`src/hdl/transport_receiver_connection_table_defines.svh`:
```
// ----------------------------------------------------------------------------
// Connection table assertion macros
// Shared concurrent assertion helpers for the transport receiver table.
// ----------------------------------------------------------------------------
`ifndef TRANSPORT_RECEIVER_CONNECTION_TABLE_DEFINES_SVH
`define TRANSPORT_RECEIVER_CONNECTION_TABLE_DEFINES_SVH

`ifndef NO_ASSERTIONS
// Same-cycle implication, checked out of reset.
`define TRCT_ASSERT_IMPLY(label, clk, rst_n, cond, prop) \
    label: assert property (@(posedge clk) disable iff (!(rst_n)) (cond) |-> (prop)) \
        else $error("connection table assertion failed");
// Next-cycle implication, checked out of reset.
`define TRCT_ASSERT_NEXT(label, clk, rst_n, cond, prop) \
    label: assert property (@(posedge clk) disable iff (!(rst_n)) (cond) |=> (prop)) \
        else $error("connection table assertion failed");
`else
`define TRCT_ASSERT_IMPLY(label, clk, rst_n, cond, prop)
`define TRCT_ASSERT_NEXT(label, clk, rst_n, cond, prop)
`endif

`endif

```
`src/hdl/trct_pkg.sv`:
```
// ----------------------------------------------------------------------------
// Connection table package
// Codes, field widths and parameter defaults for the transport receiver table.
// ----------------------------------------------------------------------------
package trct_pkg;

    // Parameter defaults.
    localparam int NUM_CONNECTIONS_DEF = 8;
    localparam int BUFFER_BYTES_DEF    = 4096;

    // Fixed field widths.
    localparam int OP_W     = 2;
    localparam int KIND_W   = 2;
    localparam int PORT_W   = 16;
    localparam int SEQ_W    = 32;
    localparam int CNT_W    = 13;
    localparam int SID_W    = 3;
    localparam int STATUS_W = 3;
    localparam int REPLY_W  = 2;
    localparam int MODE_W   = 2;

    // Operations.
    localparam logic [OP_W-1:0] OP_OPEN    = 2'd0;
    localparam logic [OP_W-1:0] OP_SEGMENT = 2'd1;
    localparam logic [OP_W-1:0] OP_CONSUME = 2'd2;
    localparam logic [OP_W-1:0] OP_CLOSE   = 2'd3;

    // Segment kinds.
    localparam logic [KIND_W-1:0] SEG_SYN   = 2'd0;
    localparam logic [KIND_W-1:0] SEG_FIN   = 2'd1;
    localparam logic [KIND_W-1:0] SEG_DATA  = 2'd2;
    localparam logic [KIND_W-1:0] SEG_OTHER = 2'd3;

    // Result status codes.
    localparam logic [STATUS_W-1:0] ST_OK       = 3'd0;
    localparam logic [STATUS_W-1:0] ST_FULL     = 3'd1;
    localparam logic [STATUS_W-1:0] ST_NO_MATCH = 3'd2;
    localparam logic [STATUS_W-1:0] ST_NO_DATA  = 3'd3;
    localparam logic [STATUS_W-1:0] ST_BAD      = 3'd4;
    localparam logic [STATUS_W-1:0] ST_IGNORED  = 3'd5;

    // Reply kinds.
    localparam logic [REPLY_W-1:0] RPL_SYNACK  = 2'd0;
    localparam logic [REPLY_W-1:0] RPL_FINACK  = 2'd1;
    localparam logic [REPLY_W-1:0] RPL_DATAACK = 2'd2;

    // Connection modes.
    localparam logic [MODE_W-1:0] MODE_CLOSED     = 2'd0;
    localparam logic [MODE_W-1:0] MODE_CONNECTED  = 2'd1;
    localparam logic [MODE_W-1:0] MODE_CLOSE_WAIT = 2'd2;

    // Sequencer states.
    localparam logic [1:0] S_IDLE = 2'd0;
    localparam logic [1:0] S_LOOK = 2'd1;
    localparam logic [1:0] S_EXEC = 2'd2;

endpackage

```
`src/hdl/transport_receiver_connection_table.sv`:
```
// ----------------------------------------------------------------------------
// Transport receiver connection table
// Server-side connection table: open, segment handling, consume and close.
// ----------------------------------------------------------------------------
// Result: the accepting edge starts the lookup cycle, then the read-modify-write
// cycle; o_valid and the result fields are registered at the end of that cycle.
// Acceptance: busy covers the lookup cycle (port search, connection record memory read);
// a new operation may be taken during the read-modify-write cycle.
// Reset: synchronous reset empties the table at once; no clearing pass is needed.
`include "transport_receiver_connection_table_defines.svh"

module transport_receiver_connection_table #(
    parameter int NUM_CONNECTIONS = trct_pkg::NUM_CONNECTIONS_DEF,
    parameter int BUFFER_BYTES    = trct_pkg::BUFFER_BYTES_DEF
) (
    input  logic                            i_clk,
    input  logic                            i_rst_n,
    input  logic                            start,
    output logic                            busy,
    input  logic [trct_pkg::OP_W-1:0]       i_operation,
    input  logic [trct_pkg::KIND_W-1:0]     i_seg_kind,
    input  logic [trct_pkg::PORT_W-1:0]     i_port,
    input  logic [trct_pkg::PORT_W-1:0]     i_peer_port,
    input  logic [trct_pkg::SEQ_W-1:0]      i_seq_number,
    input  logic [trct_pkg::CNT_W-1:0]      i_byte_count,
    input  logic [trct_pkg::SID_W-1:0]      i_socket_id,
    output logic                            o_valid,
    output logic [trct_pkg::STATUS_W-1:0]   o_status,
    output logic [trct_pkg::SID_W-1:0]      o_entry_index,
    output logic                            o_send_reply,
    output logic [trct_pkg::REPLY_W-1:0]    o_reply_kind,
    output logic [trct_pkg::PORT_W-1:0]     o_reply_src_port,
    output logic [trct_pkg::PORT_W-1:0]     o_reply_dest_port,
    output logic [trct_pkg::SEQ_W-1:0]      o_reply_ack,
    output logic [trct_pkg::CNT_W-1:0]      o_occupancy,
    output logic [trct_pkg::MODE_W-1:0]     o_conn_mode
);

    localparam int IDX_W   = (NUM_CONNECTIONS > 1) ? $clog2(NUM_CONNECTIONS) : 1;
    localparam int OCC_W   = $clog2(BUFFER_BYTES);
    localparam int SUM_W   = ((OCC_W > trct_pkg::CNT_W) ? OCC_W : trct_pkg::CNT_W) + 1;
    localparam int PORT_W  = trct_pkg::PORT_W;
    localparam int SEQ_W   = trct_pkg::SEQ_W;
    localparam int CNT_W   = trct_pkg::CNT_W;
    localparam int SID_W   = trct_pkg::SID_W;
    localparam int REC_W   = PORT_W + SEQ_W + OCC_W;

    // Sequencer and latched operation.
    logic [1:0]                     r_state, n_state;
    logic [trct_pkg::OP_W-1:0]      r_op;
    logic [trct_pkg::KIND_W-1:0]    r_kind;
    logic [PORT_W-1:0]              r_port;
    logic [PORT_W-1:0]              r_peer;
    logic [SEQ_W-1:0]               r_seq;
    logic [CNT_W-1:0]               r_cnt;
    logic [SID_W-1:0]               r_sid;
    logic [IDX_W-1:0]               r_idx;
    logic                           r_hit;

    // Per-entry control flops and bound server ports (searched in parallel).
    logic [NUM_CONNECTIONS-1:0]     r_used;
    logic [trct_pkg::MODE_W-1:0]    r_mode  [NUM_CONNECTIONS];
    logic [PORT_W-1:0]              r_lport [NUM_CONNECTIONS];

    // Connection record memory: client port, expected sequence, occupancy.
    logic [REC_W-1:0]               r_mem   [NUM_CONNECTIONS];
    logic [REC_W-1:0]               r_rd;

    // Output registers.
    logic                           r_valid;
    logic [trct_pkg::STATUS_W-1:0]  r_status,  n_status;
    logic [SID_W-1:0]               r_eidx,    n_eidx;
    logic                           r_send,    n_send;
    logic [trct_pkg::REPLY_W-1:0]   r_rkind,   n_rkind;
    logic [PORT_W-1:0]              r_src,     n_src;
    logic [PORT_W-1:0]              r_dst,     n_dst;
    logic [SEQ_W-1:0]               r_ack,     n_ack;
    logic [CNT_W-1:0]               r_occ,     n_occ;
    logic [trct_pkg::MODE_W-1:0]    r_cmode,   n_cmode;

    // Lookup results.
    logic                           match_hit, free_hit;
    logic [IDX_W-1:0]               match_idx, free_idx;
    logic                           lk_hit;
    logic [IDX_W-1:0]               lk_idx;

    // Update path.
    logic [PORT_W-1:0]              rd_remote;
    logic [SEQ_W-1:0]               rd_exp;
    logic [OCC_W-1:0]               rd_buf;
    logic [trct_pkg::MODE_W-1:0]    cur_mode;
    logic [PORT_W-1:0]              cur_lport;
    logic [SEQ_W-1:0]               seq_p1;
    logic [SUM_W-1:0]               data_sum;
    logic                           wr_en, set_used, clr_used, do_fill;
    logic [PORT_W-1:0]              new_lport, new_remote;
    logic [SEQ_W-1:0]               new_exp;
    logic [OCC_W-1:0]               new_buf;
    logic [trct_pkg::MODE_W-1:0]    new_mode;

    logic                           accept;

    assign busy   = (r_state == trct_pkg::S_LOOK);
    assign accept = start && !busy;

    // Sequencer: lookup cycle, then read-modify-write cycle. A new transfer may
    // be taken during the write cycle; its lookup sees the written state.
    always_comb begin
        case (r_state)
            trct_pkg::S_IDLE: begin
                n_state = accept ? trct_pkg::S_LOOK : trct_pkg::S_IDLE;
            end
            trct_pkg::S_LOOK: begin
                n_state = trct_pkg::S_EXEC;
            end
            trct_pkg::S_EXEC: begin
                n_state = accept ? trct_pkg::S_LOOK : trct_pkg::S_IDLE;
            end
            default: begin
                n_state = trct_pkg::S_IDLE;
            end
        endcase
    end

    always_ff @(posedge i_clk) begin
        if (!i_rst_n) begin
            r_state <= trct_pkg::S_IDLE;
            r_valid <= 1'b0;
        end else begin
            r_state <= n_state;
            r_valid <= (r_state == trct_pkg::S_EXEC);
        end
    end

    // Latch the operation on each accepted transfer.
    always_ff @(posedge i_clk) begin
        if (accept) begin
            r_op   <= i_operation;
            r_kind <= i_seg_kind;
            r_port <= i_port;
            r_peer <= i_peer_port;
            r_seq  <= i_seq_number;
            r_cnt  <= i_byte_count;
            r_sid  <= i_socket_id;
        end
    end

    // Port match and free-entry search over the table.
    trct_search #(
        .NUM_CONNECTIONS (NUM_CONNECTIONS),
        .IDX_W           (IDX_W)
    ) u_search (
        .i_used      (r_used),
        .i_ports     (r_lport),
        .i_key       (r_port),
        .o_match_hit (match_hit),
        .o_match_idx (match_idx),
        .o_free_hit  (free_hit),
        .o_free_idx  (free_idx)
    );

    // Pick the target entry for the operation.
    always_comb begin
        case (r_op)
            trct_pkg::OP_OPEN: begin
                lk_hit = free_hit;
                lk_idx = free_idx;
            end
            trct_pkg::OP_SEGMENT: begin
                lk_hit = match_hit && (r_kind != trct_pkg::SEG_OTHER);
                lk_idx = match_idx;
            end
            default: begin
                lk_idx = IDX_W'(r_sid);
                lk_hit = (32'(r_sid) < NUM_CONNECTIONS) && r_used[lk_idx];
            end
        endcase
    end

    // Lookup cycle: register the target and read its record.
    always_ff @(posedge i_clk) begin
        if (r_state == trct_pkg::S_LOOK) begin
            r_idx <= lk_idx;
            r_hit <= lk_hit;
            r_rd  <= r_mem[lk_idx];
        end
    end

    assign rd_remote = r_rd[REC_W-1 -: PORT_W];
    assign rd_exp    = r_rd[OCC_W +: SEQ_W];
    assign rd_buf    = r_rd[OCC_W-1:0];
    assign cur_mode  = r_mode[r_idx];
    assign cur_lport = r_lport[r_idx];
    assign seq_p1    = r_seq + 32'd1;
    assign data_sum  = SUM_W'(rd_buf) + SUM_W'(r_cnt);

    // Read-modify-write cycle: new entry contents and the result fields.
    always_comb begin
        n_status   = trct_pkg::ST_OK;
        n_eidx     = '0;
        n_send     = 1'b0;
        n_rkind    = trct_pkg::RPL_SYNACK;
        n_src      = '0;
        n_dst      = '0;
        n_ack      = '0;
        n_occ      = '0;
        n_cmode    = trct_pkg::MODE_CLOSED;
        wr_en      = 1'b0;
        set_used   = 1'b0;
        clr_used   = 1'b0;
        do_fill    = 1'b0;
        new_lport  = cur_lport;
        new_remote = rd_remote;
        new_exp    = rd_exp;
        new_buf    = rd_buf;
        new_mode   = cur_mode;
        case (r_op)
            trct_pkg::OP_OPEN: begin
                if (!r_hit) begin
                    n_status = trct_pkg::ST_FULL;
                end else begin
                    set_used   = 1'b1;
                    wr_en      = 1'b1;
                    do_fill    = 1'b1;
                    new_lport  = r_port;
                    new_remote = '0;
                    new_exp    = '0;
                    new_buf    = '0;
                    new_mode   = trct_pkg::MODE_CLOSED;
                end
            end
            trct_pkg::OP_SEGMENT: begin
                if (r_kind == trct_pkg::SEG_OTHER) begin
                    n_status = trct_pkg::ST_IGNORED;
                end else if (!r_hit) begin
                    n_status = trct_pkg::ST_NO_MATCH;
                end else begin
                    wr_en   = 1'b1;
                    do_fill = 1'b1;
                    n_send  = 1'b1;
                    case (r_kind)
                        trct_pkg::SEG_SYN: begin
                            new_remote = r_peer;
                            new_mode   = trct_pkg::MODE_CONNECTED;
                            new_exp    = seq_p1;
                            n_rkind    = trct_pkg::RPL_SYNACK;
                            n_ack      = seq_p1;
                        end
                        trct_pkg::SEG_FIN: begin
                            new_mode = trct_pkg::MODE_CLOSE_WAIT;
                            n_rkind  = trct_pkg::RPL_FINACK;
                            n_ack    = seq_p1;
                        end
                        default: begin
                            // In-order data advances; a buffer-filling payload drops.
                            if (r_seq == rd_exp) begin
                                new_exp = seq_p1;
                                if (data_sum < SUM_W'(BUFFER_BYTES)) begin
                                    new_buf = OCC_W'(data_sum);
                                end
                            end
                            n_rkind = trct_pkg::RPL_DATAACK;
                            n_ack   = new_exp;
                        end
                    endcase
                end
            end
            trct_pkg::OP_CONSUME: begin
                if (!r_hit) begin
                    n_status = trct_pkg::ST_BAD;
                    n_eidx   = r_sid;
                end else begin
                    do_fill = 1'b1;
                    if (SUM_W'(rd_buf) >= SUM_W'(r_cnt)) begin
                        wr_en   = 1'b1;
                        new_buf = rd_buf - OCC_W'(r_cnt);
                    end else begin
                        n_status = trct_pkg::ST_NO_DATA;
                    end
                end
            end
            default: begin
                if (!r_hit) begin
                    n_status = trct_pkg::ST_BAD;
                    n_eidx   = r_sid;
                end else begin
                    do_fill = 1'b1;
                    if (cur_mode == trct_pkg::MODE_CLOSE_WAIT) begin
                        clr_used   = 1'b1;
                        wr_en      = 1'b1;
                        new_lport  = '0;
                        new_remote = '0;
                        new_exp    = '0;
                        new_buf    = '0;
                        new_mode   = trct_pkg::MODE_CLOSED;
                    end else begin
                        n_status = trct_pkg::ST_BAD;
                    end
                end
            end
        endcase
        // Report the entry as it stands after the update.
        if (do_fill) begin
            n_eidx  = SID_W'(r_idx);
            n_src   = new_lport;
            n_dst   = new_remote;
            n_occ   = CNT_W'(new_buf);
            n_cmode = new_mode;
        end
    end

    // Entry control flops.
    always_ff @(posedge i_clk) begin
        if (!i_rst_n) begin
            r_used <= '0;
            for (int k = 0; k < NUM_CONNECTIONS; k++) begin
                r_mode[k] <= trct_pkg::MODE_CLOSED;
            end
        end else if ((r_state == trct_pkg::S_EXEC) && wr_en) begin
            r_mode[r_idx] <= new_mode;
            if (set_used) begin
                r_used[r_idx] <= 1'b1;
            end
            if (clr_used) begin
                r_used[r_idx] <= 1'b0;
            end
        end
    end

    // Write back the record and the bound port.
    always_ff @(posedge i_clk) begin
        if ((r_state == trct_pkg::S_EXEC) && wr_en) begin
            r_mem[r_idx]   <= {new_remote, new_exp, new_buf};
            r_lport[r_idx] <= new_lport;
        end
    end

    // Result registers.
    always_ff @(posedge i_clk) begin
        if (r_state == trct_pkg::S_EXEC) begin
            r_status <= n_status;
            r_eidx   <= n_eidx;
            r_send   <= n_send;
            r_rkind  <= n_rkind;
            r_src    <= n_src;
            r_dst    <= n_dst;
            r_ack    <= n_ack;
            r_occ    <= n_occ;
            r_cmode  <= n_cmode;
        end
    end

    assign o_valid           = r_valid;
    assign o_status          = r_status;
    assign o_entry_index     = r_eidx;
    assign o_send_reply      = r_send;
    assign o_reply_kind      = r_rkind;
    assign o_reply_src_port  = r_src;
    assign o_reply_dest_port = r_dst;
    assign o_reply_ack       = r_ack;
    assign o_occupancy       = r_occ;
    assign o_conn_mode       = r_cmode;

    // Each accepted transfer is followed by exactly one lookup cycle.
    `TRCT_ASSERT_NEXT(a_accept_look, i_clk, i_rst_n, accept, busy)
    `TRCT_ASSERT_NEXT(a_look_once, i_clk, i_rst_n, busy, !busy)
    // The write cycle always produces a result strobe.
    `TRCT_ASSERT_NEXT(a_exec_result, i_clk, i_rst_n, (r_state == trct_pkg::S_EXEC), o_valid)
    // Replies are only sent for successful segment handling.
    `TRCT_ASSERT_IMPLY(a_reply_ok, i_clk, i_rst_n, o_valid && o_send_reply, o_status == trct_pkg::ST_OK)
    // A full table reports no entry.
    `TRCT_ASSERT_IMPLY(a_full_zero, i_clk, i_rst_n, o_valid && (o_status == trct_pkg::ST_FULL), o_entry_index == '0)

endmodule

```
`src/hdl/trct_search.sv`:
```
// ----------------------------------------------------------------------------
// Connection table search
// Finds the lowest free entry and the lowest used entry bound to a port.
// ----------------------------------------------------------------------------
module trct_search #(
    parameter int NUM_CONNECTIONS = trct_pkg::NUM_CONNECTIONS_DEF,
    parameter int IDX_W           = 3
) (
    input  logic [NUM_CONNECTIONS-1:0]    i_used,
    input  logic [trct_pkg::PORT_W-1:0]   i_ports [NUM_CONNECTIONS],
    input  logic [trct_pkg::PORT_W-1:0]   i_key,
    output logic                          o_match_hit,
    output logic [IDX_W-1:0]              o_match_idx,
    output logic                          o_free_hit,
    output logic [IDX_W-1:0]              o_free_idx
);

    // Scan from the top down so that the lowest qualifying entry wins.
    always_comb begin
        o_match_hit = 1'b0;
        o_match_idx = '0;
        o_free_hit  = 1'b0;
        o_free_idx  = '0;
        for (int k = NUM_CONNECTIONS - 1; k >= 0; k--) begin
            if (i_used[k] && (i_ports[k] == i_key)) begin
                o_match_hit = 1'b1;
                o_match_idx = IDX_W'(k);
            end
            if (!i_used[k]) begin
                o_free_hit = 1'b1;
                o_free_idx = IDX_W'(k);
            end
        end
    end

endmodule
```
`config.mk`:
```
export PLATFORM = sky130hd
export DESIGN_NAME = transport_receiver_connection_table
export DESIGN_NICKNAME = d
export VERILOG_FILES = /design/src/hdl/trct_pkg.sv /design/src/hdl/transport_receiver_connection_table.sv /design/src/hdl/trct_search.sv
export VERILOG_INCLUDE_DIRS = /design/src /design/src/hdl
export SDC_FILE = /design/constraint.sdc
export NUM_CORES = 1
export LEC_CHECK = 0
export BUFFER_PORTS_ARGS = -buffer_cell sky130_fd_sc_hd__buf_2
export CAP_MARGIN = 20
export CORE_MARGIN = 8
export CORE_UTILIZATION = 40
export DETAILED_ROUTE_END_ITERATION = 10
export GPL_TIMING_DRIVEN = 0
export HOLD_SLACK_MARGIN = 0.15
export PLACE_DENSITY = 0.67
export SLEW_MARGIN = 10
export SYNTH_ARGS = -nofsm -noshare
export SYNTH_HDL_FRONTEND = slang
export SYNTH_SLANG_ARGS = --single-unit
```
`constraint.sdc`:
```
create_clock -name i_clk -period 27.2 [get_ports i_clk]
set_clock_uncertainty 0.1 [all_clocks]
set_input_delay 5.44 -clock i_clk [delete_from_list [all_inputs] [get_ports i_clk]]
set_output_delay 5.44 -clock i_clk [all_outputs]
set_load 0.05 [all_outputs]
```
==> results.sh, run 1 <==
export IMPL_crit_type="flop to primary output"
export IMPL_postSynthCellCount=2750
export IMPL_route_met2_wl_um=53100
export IMPL_worst_setup_path_start_kind="flop"
export IMPL_fmax_ghz=0.1257
export IMPL_comb_power_share=0.103
export IMPL_fin_nets=3171
export IMPL_cts_setup_buffers=0
export IMPL_row_count=115
export IMPL_setup_tns_ns=0
export IMPL_clkPwrFrac=0.404
export IMPL_met1_length_um=48660
export IMPL_fin_cells=4414
export IMPL_status="complete, no violations"
export IMPL_drtPass1Iterations=7
export IMPL_required_ns=21.66
export IMPL_detail_route_antenna_nets=0
export IMPL_fin_area_mm2=0.04553
export IMPL_powerDensity_mw_per_mm2=68.78
export IMPL_drc_errors=0
export IMPL_p_switching_mw=0.7752
export IMPL_ctsHoldBuffers=0
export IMPL_grt_pass1_wl_um=167300
export IMPL_vias=25210
export IMPL_critPathMaxStageDelay_ns=0.43
export IMPL_port_buffers=175
export IMPL_tightest_slew_ns=1.087
export IMPL_die_x_um=329.0
export IMPL_cts_inserted_buffers=89
export IMPL_synth_top_flop_cell="edfxtp_1"
export IMPL_max_slew_margin=0.2678
export IMPL_syn_num_nets=2868
export IMPL_clock_sinks=873
export IMPL_leakage_nw=15.12
export IMPL_critPathTopFamily="buffers and inverters"
export IMPL_maxCapViolCount=0
export IMPL_ys_warn_count=0
export IMPL_start_util=0.4010
export IMPL_cts_buffer_depth=3
export IMPL_drive_above_1_share=0.1955
export IMPL_cts_root_buf="clkbuf_16"
export IMPL_cts_tree="yes"
export IMPL_clk_pin_slew_ns=0.06
export IMPL_setup_slack_ns=19.24
export IMPL_wl_met3_um=10390
export IMPL_critPathCaptureType="primary output"
export IMPL_dp_hpwl_um=80180
export IMPL_grt_overflow_total=0
export IMPL_pre_cts_slack_ns=19.94
export IMPL_hold_path_class="flop to flop"
export IMPL_cts_resized=0
export IMPL_totalPowerFinal_mw=3.132
export IMPL_topRoutingLayerUsed="met5"
export IMPL_async_flop_share=0
export IMPL_yosysSeqAreaShare=0.6656
export IMPL_ys_seq_elements=873
export IMPL_syn2layout_area_growth_pct=16.21
export IMPL_crit_chain="nand2b_1, inv_4, buf_16, buf_2"
export IMPL_dp_cells=4246
export IMPL_finalCritPeriodShare=0.2925
export IMPL_num_io_pins=177
export IMPL_drt_initial_drc_count=3081
export IMPL_clk_latency_ns=0.68
export IMPL_worst_ep_arrival_time_ns=2.42
export IMPL_cp_slowest_cell="inv_4"
export IMPL_grt_start_max_net_pins=63
export IMPL_placed_area_mm2=0.04248
export IMPL_syn_area_mm2=0.03918
export IMPL_setup_viol=0
export IMPL_fill_cells=8420
export IMPL_cp_max_fo=42
export IMPL_rsz0062_at_grt="false"
export IMPL_critPathBufInv=3
export IMPL_avgSynthCellArea_um2=14.25
export IMPL_wl_um=115900
export IMPL_grt_pass1_vias=24520
export IMPL_seqPwrFrac=0.493
export IMPL_final_hold_viol_count=0
export IMPL_synth_cell_types=84
export IMPL_grt_usage=0.2079
export IMPL_die_h_um=329.0
export IMPL_die_area_mm2=0.1082
export IMPL_internal_power_mw=2.356
export IMPL_gp_congestion=0.9360
export IMPL_ir_worst_vdd_uv=50.66
export IMPL_slew_viol_final=0
export IMPL_core_area_mm2=0.09770
export IMPL_vias_per_cell=5.711
export IMPL_htree_levels=3
export IMPL_antenna_found_initial=4
export IMPL_synth_edf_count=859
export IMPL_wl_per_cell_um=26.26
export IMPL_sw_frac_of_total=0.2476
export IMPL_min_period_ns=7.956
==> final timing paths <==
check / to / depth (start not counted) / slack, ns / from
worst min register to register: r_state[0]$_SDFF_PN0_ / 1 / 0.39 / r_state[0]$_SDFF_PN0_
worst max-delay path: busy / 4 / 19.24 / r_state[0]$_SDFF_PN0_
worst min-delay path: r_state[0]$_SDFF_PN0_ / 1 / 0.39 / r_state[0]$_SDFF_PN0_
worst max register to register: r_mem[3][25]$_DFFE_PP_ / 15 / 21.60 / r_rd[8]$_DFFE_PP_
==> power groups by stage <==
stage,combinational (mW),sequential [mW],clock (mW)
2_1_floorplan,0.194,1.58,0
3_3_place_gp,0.311,1.57,0
3_5_place_dp,0.318,1.57,0
4_1_cts,0.320,1.54,1.28
5_1_grt,0.344,1.54,1.33
6_report,0.324,1.54,1.26
==> worst reg2reg max path: stages (launching register included) <==
cell      delay [ns]
edfxtp_1        0.49
ha_1            0.41
a21o_1          0.20
a21oi_1         0.15
nor2b_1         0.08
nor4_1          0.62
a21oi_1         0.40
and2_0          0.26
clkbuf_1        0.22
o41ai_2         0.72
clkbuf_1        0.67
nor2_4          0.23
buf_16          0.24
buf_16          0.19
buf_16          0.18
buf_16          0.18
==> cells in the final DEF, fill, tap and decap left out, types with 30 or more instances in the layout <==
cell type,netlist,routed
xnor2_1,95,95
mux2_2,97,97
xor2_1,115,115
a22oi_1,97,97
o21ai_0,115,115
a211oi_1,83,83
clkbuf_16,0,90
nand2_1,136,136
o22ai_1,67,67
nand4_1,44,44
nor2_1,111,106
and2_1,43,42
clkbuf_1,90,102
a211oi_2,59,59
nand3_1,58,58
a21oi_1,72,72
nor4_1,36,36
and3_1,30,30
inv_1,47,43
mux2i_1,88,88
buf_2,40,217
nor2b_1,69,68
edfxtp_1,859,859
==> sequential cells by signal (all words and copies together) (netlist names), 8 cells and up, named ones only <==
register,flops
r_seq,32
o_reply_ack,32
r_cnt,13
r_mode,16
o_reply_dest_port,16
o_reply_src_port,16
r_mem,480
r_used,8
r_peer,16
r_rd,60
r_port,16
r_lport,128
o_occupancy,12
==> cells in the mapped netlist, types with 4 or more instances <==
| master | number | area, µm² |
|---|---|---|
| a31oi_1 | 11 | 68.82 |
| or3_1 | 4 | 25.02 |
| a211oi_1 | 83 | 623.1 |
| nor3_1 | 18 | 90.09 |
| clkbuf_1 | 90 | 337.8 |
| nor2b_1 | 69 | 431.7 |
| nor2_1 | 111 | 416.7 |
| nand3b_1 | 7 | 52.55 |
| o2111ai_1 | 4 | 35.03 |
| nand2_1 | 136 | 510.5 |
| or2_2 | 9 | 56.30 |
| a21o_1 | 22 | 165.2 |
| inv_1 | 47 | 176.4 |
| nand4_1 | 44 | 275.3 |
| buf_4 | 12 | 90.09 |
| xor2_1 | 115 | 1007 |
| xnor2_1 | 95 | 832.1 |
| or4_1 | 15 | 112.6 |
| nor4_1 | 36 | 225.2 |
| a22oi_1 | 97 | 728.2 |
| edfxtp_1 | 859 | 25790 |
| buf_1 | 5 | 18.77 |
| and3_1 | 30 | 187.7 |
| buf_2 | 40 | 200.2 |
| and2_1 | 43 | 269.0 |
| mux2_2 | 97 | 1092 |
| mux2_1 | 27 | 304.0 |
| a21oi_1 | 72 | 360.4 |
| o22ai_1 | 67 | 419.2 |
| o211ai_1 | 6 | 45.04 |
| a211oi_2 | 59 | 738.2 |
| and4_1 | 4 | 35.03 |
| nand3_1 | 58 | 290.3 |
| o21ai_0 | 115 | 575.6 |
| ha_1 | 29 | 362.9 |
| buf_6 | 14 | 157.7 |
| or4b_1 | 4 | 40.04 |
| mux4_2 | 6 | 135.1 |
| mux2i_1 | 88 | 880.8 |
| nand2b_1 | 25 | 156.4 |
| dfxtp_1 | 14 | 280.3 |
==> per-layer routing <==
layer  up-vias  track usage
met4         2      0.07197
li1      11260            -
met5         -            0
met3       220      0.03696
met1     12480       0.2870
met2      1250       0.3311
==> cells by family (layout without fill, tap and decap cells) <==
| logic type | after synthesis | count (layout) | synth area share |
|---|---|---|---|
| buf+inv | 210 | 585 | 0.02523 |
| compound gates | 577 | 577 | 0.1057 |
| flops | 873 | 873 | 0.6656 |
| simple gates | 630 | 630 | 0.08457 |
| mux | 218 | 218 | 0.06157 |
| xor+xnor | 210 | 210 | 0.04695 |
| fa+ha+maj | 31 | 31 | 0.01028 |
| other cells | 1 | 3 | 0.00009572 |
==> per-stage QoR <==
step           hold slack [ns]    util
2_1_floorplan           0.3124       -
3_3_place_gp            0.3271  0.4264
3_5_place_dp            0.3787  0.4348
4_1_cts                 0.3950  0.4657
5_1_grt                 0.4217  0.4660
6_report                0.3945  0.4660
==> area by class of cell <==
cell class              count  area, µm²  share of cell area
repair buffers            212       1632             0.03584
inverters                  49      201.4            0.004425
well taps                1287       1610             0.03537
multi-input cells        1667      12180              0.2676
flip-flops and latches    873      26080              0.5727
plain buffers             161      805.8             0.01770
clock inverters            60      714.4             0.01569
diodes                      2      5.005           0.0001099
clock buffers             103       2301             0.05054
Note: power is estimated with default switching activity, not from simulation.
==> run 2: changes to the inputs <==
--- a/config.mk
+++ b/config.mk
@@ -6,6 +6,7 @@
 export SDC_FILE = /design/constraint.sdc
 export NUM_CORES = 1
 export LEC_CHECK = 0
+export ABC_AREA = 1
 export BUFFER_PORTS_ARGS = -buffer_cell sky130_fd_sc_hd__buf_2
 export CAP_MARGIN = 20
 export CORE_MARGIN = 8
==> constraint.sdc (replaced) <==
create_clock -name i_clk -period 7.7 [get_ports i_clk]
set_clock_uncertainty 0.1 [all_clocks]
set_input_delay 1.54 -clock i_clk [delete_from_list [all_inputs] [get_ports i_clk]]
set_output_delay 1.54 -clock i_clk [all_outputs]
set_load 0.05 [all_outputs]
==> run 2 against run 1 <==
Effect of this change: final cell count up 45%; flip-flop and latch count is the same; final area grew 10%; power grew to 3.6 times the previous value; largest power group unchanged; clock power grew to 3.5 times the previous value; critical endpoint is now r_mem[4][39]$_DFFE_PP_; core utilization is 0.33 points lower; combinational power grew to 4.6 times the previous value; synthesized cell count is 67% higher; register-to-register slack got worse by 19 ns; clock-buffer cell count increased by 8; wire length is 33% higher; sequential share of layout area fell by 5.4 points.
==> results.sh, run 2 <==
export IMPL_status="complete, no violations"
export IMPL_crit_path_start="r_op[1]$_DFFE_PP_"
export IMPL_regMostFlops="r_mem"
export IMPL_num_io_pins=177
export IMPL_crit_type="flop to flop"
export IMPL_reg2reg_from="r_op[1]$_DFFE_PP_"
export IMPL_grt_overflow_total=0
export IMPL_multi_input_area_mm2=0.01346
export IMPL_postSynthCellCount=4594
export IMPL_die_area_mm2=0.1201
export IMPL_finalCritPeriodShare=0.7048
export IMPL_critPathBufInv=7
export IMPL_worstRegToRegCells=14
export IMPL_grt_usage=0.2473
export IMPL_required_ns=7.96
export IMPL_crit_chain="inv_1, ha_1, clkbuf_1, inv_2, nor2_1, nand2_1, inv_1, nor3_1, o21ai_1, nand3_1, buf_2, nor2_4, buf_12, buf_12"
export IMPL_synth_top_flop_cell="edfxtp_1"
export IMPL_critPathCaptureType="flop"
export IMPL_grt_busiest_layer="met2"
export IMPL_grt_pass1_vias=32830
export IMPL_synthTopCellsByCount="nand2_1 (919), edfxtp_1 (859), inv_1 (797), nand3_1 (638), nor2_1 (191)"
export IMPL_top_regs="r_mem x480, r_lport x128, r_rd x60"
export IMPL_fin_area_mm2=0.05030
export IMPL_worst_ep_arrival_time_ns=5.68
export IMPL_leakage_nw=21.12
export IMPL_hold_start="r_state[1]$_SDFF_PN0_"
export IMPL_hold_path_class="flop to flop"
export IMPL_whs_path_depth=2
export IMPL_yosysSeqAreaShare=0.5965
export IMPL_fin_nets=5031
export IMPL_final_common_cell="nand2_1"
export IMPL_critPathMaxStageDelay_ns=0.74
export IMPL_p_switching_mw=3.117
export IMPL_cts_buffer_depth=3
export IMPL_clk_pin_slew_ns=0.06
export IMPL_synth_area_leaders="edfxtp_1 (59%), nand2_1 (7.9%), nand3_1 (7.3%)"
export IMPL_synth_cell_types=56
export IMPL_worst_setup_path_start_kind="flop"
export IMPL_syn_num_nets=4712
export IMPL_regToRegSetupSlack_ns=2.27
export IMPL_worstReg2RegEnd="r_mem[4][39]$_DFFE_PP_"
export IMPL_maxCapViolCount=0
export IMPL_grt_use_met3=0.05765
export IMPL_vias_per_cell=5.517
export IMPL_die_x_um=346.6
export IMPL_core_area_mm2=0.1087
export IMPL_fill_cells=10110
export IMPL_hold_ws_ns=0.4261
export IMPL_fmax_ghz=0.1843
export IMPL_max_slew_margin=0.1903
export IMPL_htree_levels=3
export IMPL_cts_tree="yes"
export IMPL_row_count=121
export IMPL_avgSynthCellArea_um2=9.516
export IMPL_critPathTopFamily="buffers and inverters"
export IMPL_final_hold_viol_count=0
export IMPL_largest_register_ffs=480
export IMPL_syn2layout_area_growth_pct=15.07
export IMPL_final_cell_mix="nand2_1 (919), edfxtp_1 (859), inv_1 (797)"
export IMPL_powerDensity_mw_per_mm2=226.9
export IMPL_internal_power_mw=8.296
export IMPL_tightest_slew_ns=1.205
export IMPL_clkPwrFrac=0.390
export IMPL_gp_congestion=0.9736
export IMPL_comb_power_share=0.131
export IMPL_cp_max_fo=23
export IMPL_async_flop_share=0
export IMPL_clk_latency_ns=0.69
export IMPL_cts_resized=0
export IMPL_antenna_found_initial=1
export IMPL_ys_seq_elements=873
export IMPL_slew_viol_final=0
export IMPL_seqPwrFrac=0.480
export IMPL_grtUsageMet2=0.3619
export IMPL_yosys_area_top_type="edfxtp_1"
export IMPL_vias=35360
export IMPL_cts_setup_buffers=0
export IMPL_ir_worst_vdd_uv=164.2
export IMPL_detail_route_antenna_nets=0
export IMPL_gr_usage_met1=0.3597
export IMPL_grt_pass1_wl_um=222800
export IMPL_drc_errors=0
export IMPL_grt_start_max_net_pins=73
export IMPL_min_period_ns=5.427
export IMPL_sw_frac_of_total=0.2731
export IMPL_port_buffers=175
export IMPL_yosysMostFrequentCell="nand2_1"
export IMPL_start_util=0.4022
export IMPL_syn_area_mm2=0.04372
export IMPL_cts_inserted_buffers=93
export IMPL_die_h_um=346.6
export IMPL_setup_tns_ns=0
export IMPL_wl_per_cell_um=24.06
export IMPL_drive_above_1_share=0.1050
export IMPL_drtPass1Iterations=6
export IMPL_ys_warn_count=0
export IMPL_hold_end="o_valid$_SDFF_PN0_"
export IMPL_clock_sinks=873
export IMPL_wl_um=154100
export IMPL_drt_initial_drc_count=4942
export IMPL_yosys_area_top_type_share=0.5901
export IMPL_cp_slowest_cell="nor2_4"
export IMPL_placed_area_mm2=0.04721
export IMPL_dp_hpwl_um=113700
export IMPL_ctsHoldBuffers=0
export IMPL_synth_edf_count=859
export IMPL_cts_root_buf="clkbuf_16"
export IMPL_seq_area_mm2=0.02608
export IMPL_setup_viol=0
export IMPL_rsz0062_at_grt="false"
[run 2: cell types whose count changed in the layout (fill, tap and decap cells not counted), sizes merged, moves of 83 or more]
cell    previous run  this run
a211oi           142         1
a21oi             72       182
inv               55       817
mux2             124         0
mux2i             88         2
nand2            137       923
nand3             58       638
nor2             111       194
xnor2             95        12
[run 2: through the flow]
stage / worst slack (ns) / total power [mW] / std cells / utilization
2_1_floorplan: 0.6224 / 6.419 / 4594 / -
3_3_place_gp: -4.625 / 6.995 / 6183 / 0.4265
3_5_place_dp: 2.383 / 7.010 / 6222 / 0.4343
4_1_cts: 2.348 / 11.42 / 6396 / 0.4619
5_1_grt: 2.153 / 11.76 / 6406 / 0.4627
6_report: 2.273 / 11.41 / 6408 / 0.4628
[run 2: cells by family after synthesis]
group                    count (synthesis)  share of synthesized area
AO/OA/AOI/OAI                          556                    0.07473
XOR/XNOR                                87                    0.01743
adder cells (fa/ha/maj)                 31                   0.009216
buffers and inverters                 1057                    0.09789
flip-flops                             873                     0.5965
multiplexers                             2                  0.0004580
other                                    1                 0.00008578
AND/OR/NAND/NOR                       1987                     0.2037
[run 2: how the worst max path moves through the flow]
stage	endpoint	slack, ns	cells past startpoint
2_1_floorplan	r_lport[100]$_DFFE_PP_	0.62	4
3_3_place_gp	r_mem[1][34]$_DFFE_PP_	-4.62	4
3_5_place_dp	r_mem[4][36]$_DFFE_PP_	2.38	14
4_1_cts	r_mem[4][39]$_DFFE_PP_	2.35	14
5_1_grt	r_mem[4][39]$_DFFE_PP_	2.15	14
6_report	r_mem[4][39]$_DFFE_PP_	2.27	14
[run 2: layer usage]
metal / vias to the layer above / part of all wire
met2: 2094 / 0.42
li1: 16170 / -
met5: - / 0
met3: 279 / 0.12
met1: 16810 / 0.43
met4: 0 / 0.036
[run 2: worst min-delay path: stages, from the launching register on]
cell,delay (ns)
dfxtp_1,0.29
inv_1,0.12
nor3_1,0.07
[run 2: cell type report]
class,count,share of cell area
flip-flops and latches,873,0.5184
multi-input cells,2664,0.2677
inverters,821,0.06136
clock buffers,111,0.04781
well taps,1414,0.03517
repair buffers,224,0.03393
plain buffers,236,0.02380
clock inverters,63,0.01179
diodes,2,0.00009950
[run 2: power groups by stage]
stage,Sequential (mW),Clock [mW],Combinational (mW)
floorplan,5.57,0,0.845
global placement,5.58,0,1.41
detailed placement,5.57,0,1.44
CTS,5.47,4.51,1.45
global route,5.48,4.68,1.60
finish,5.47,4.45,1.49
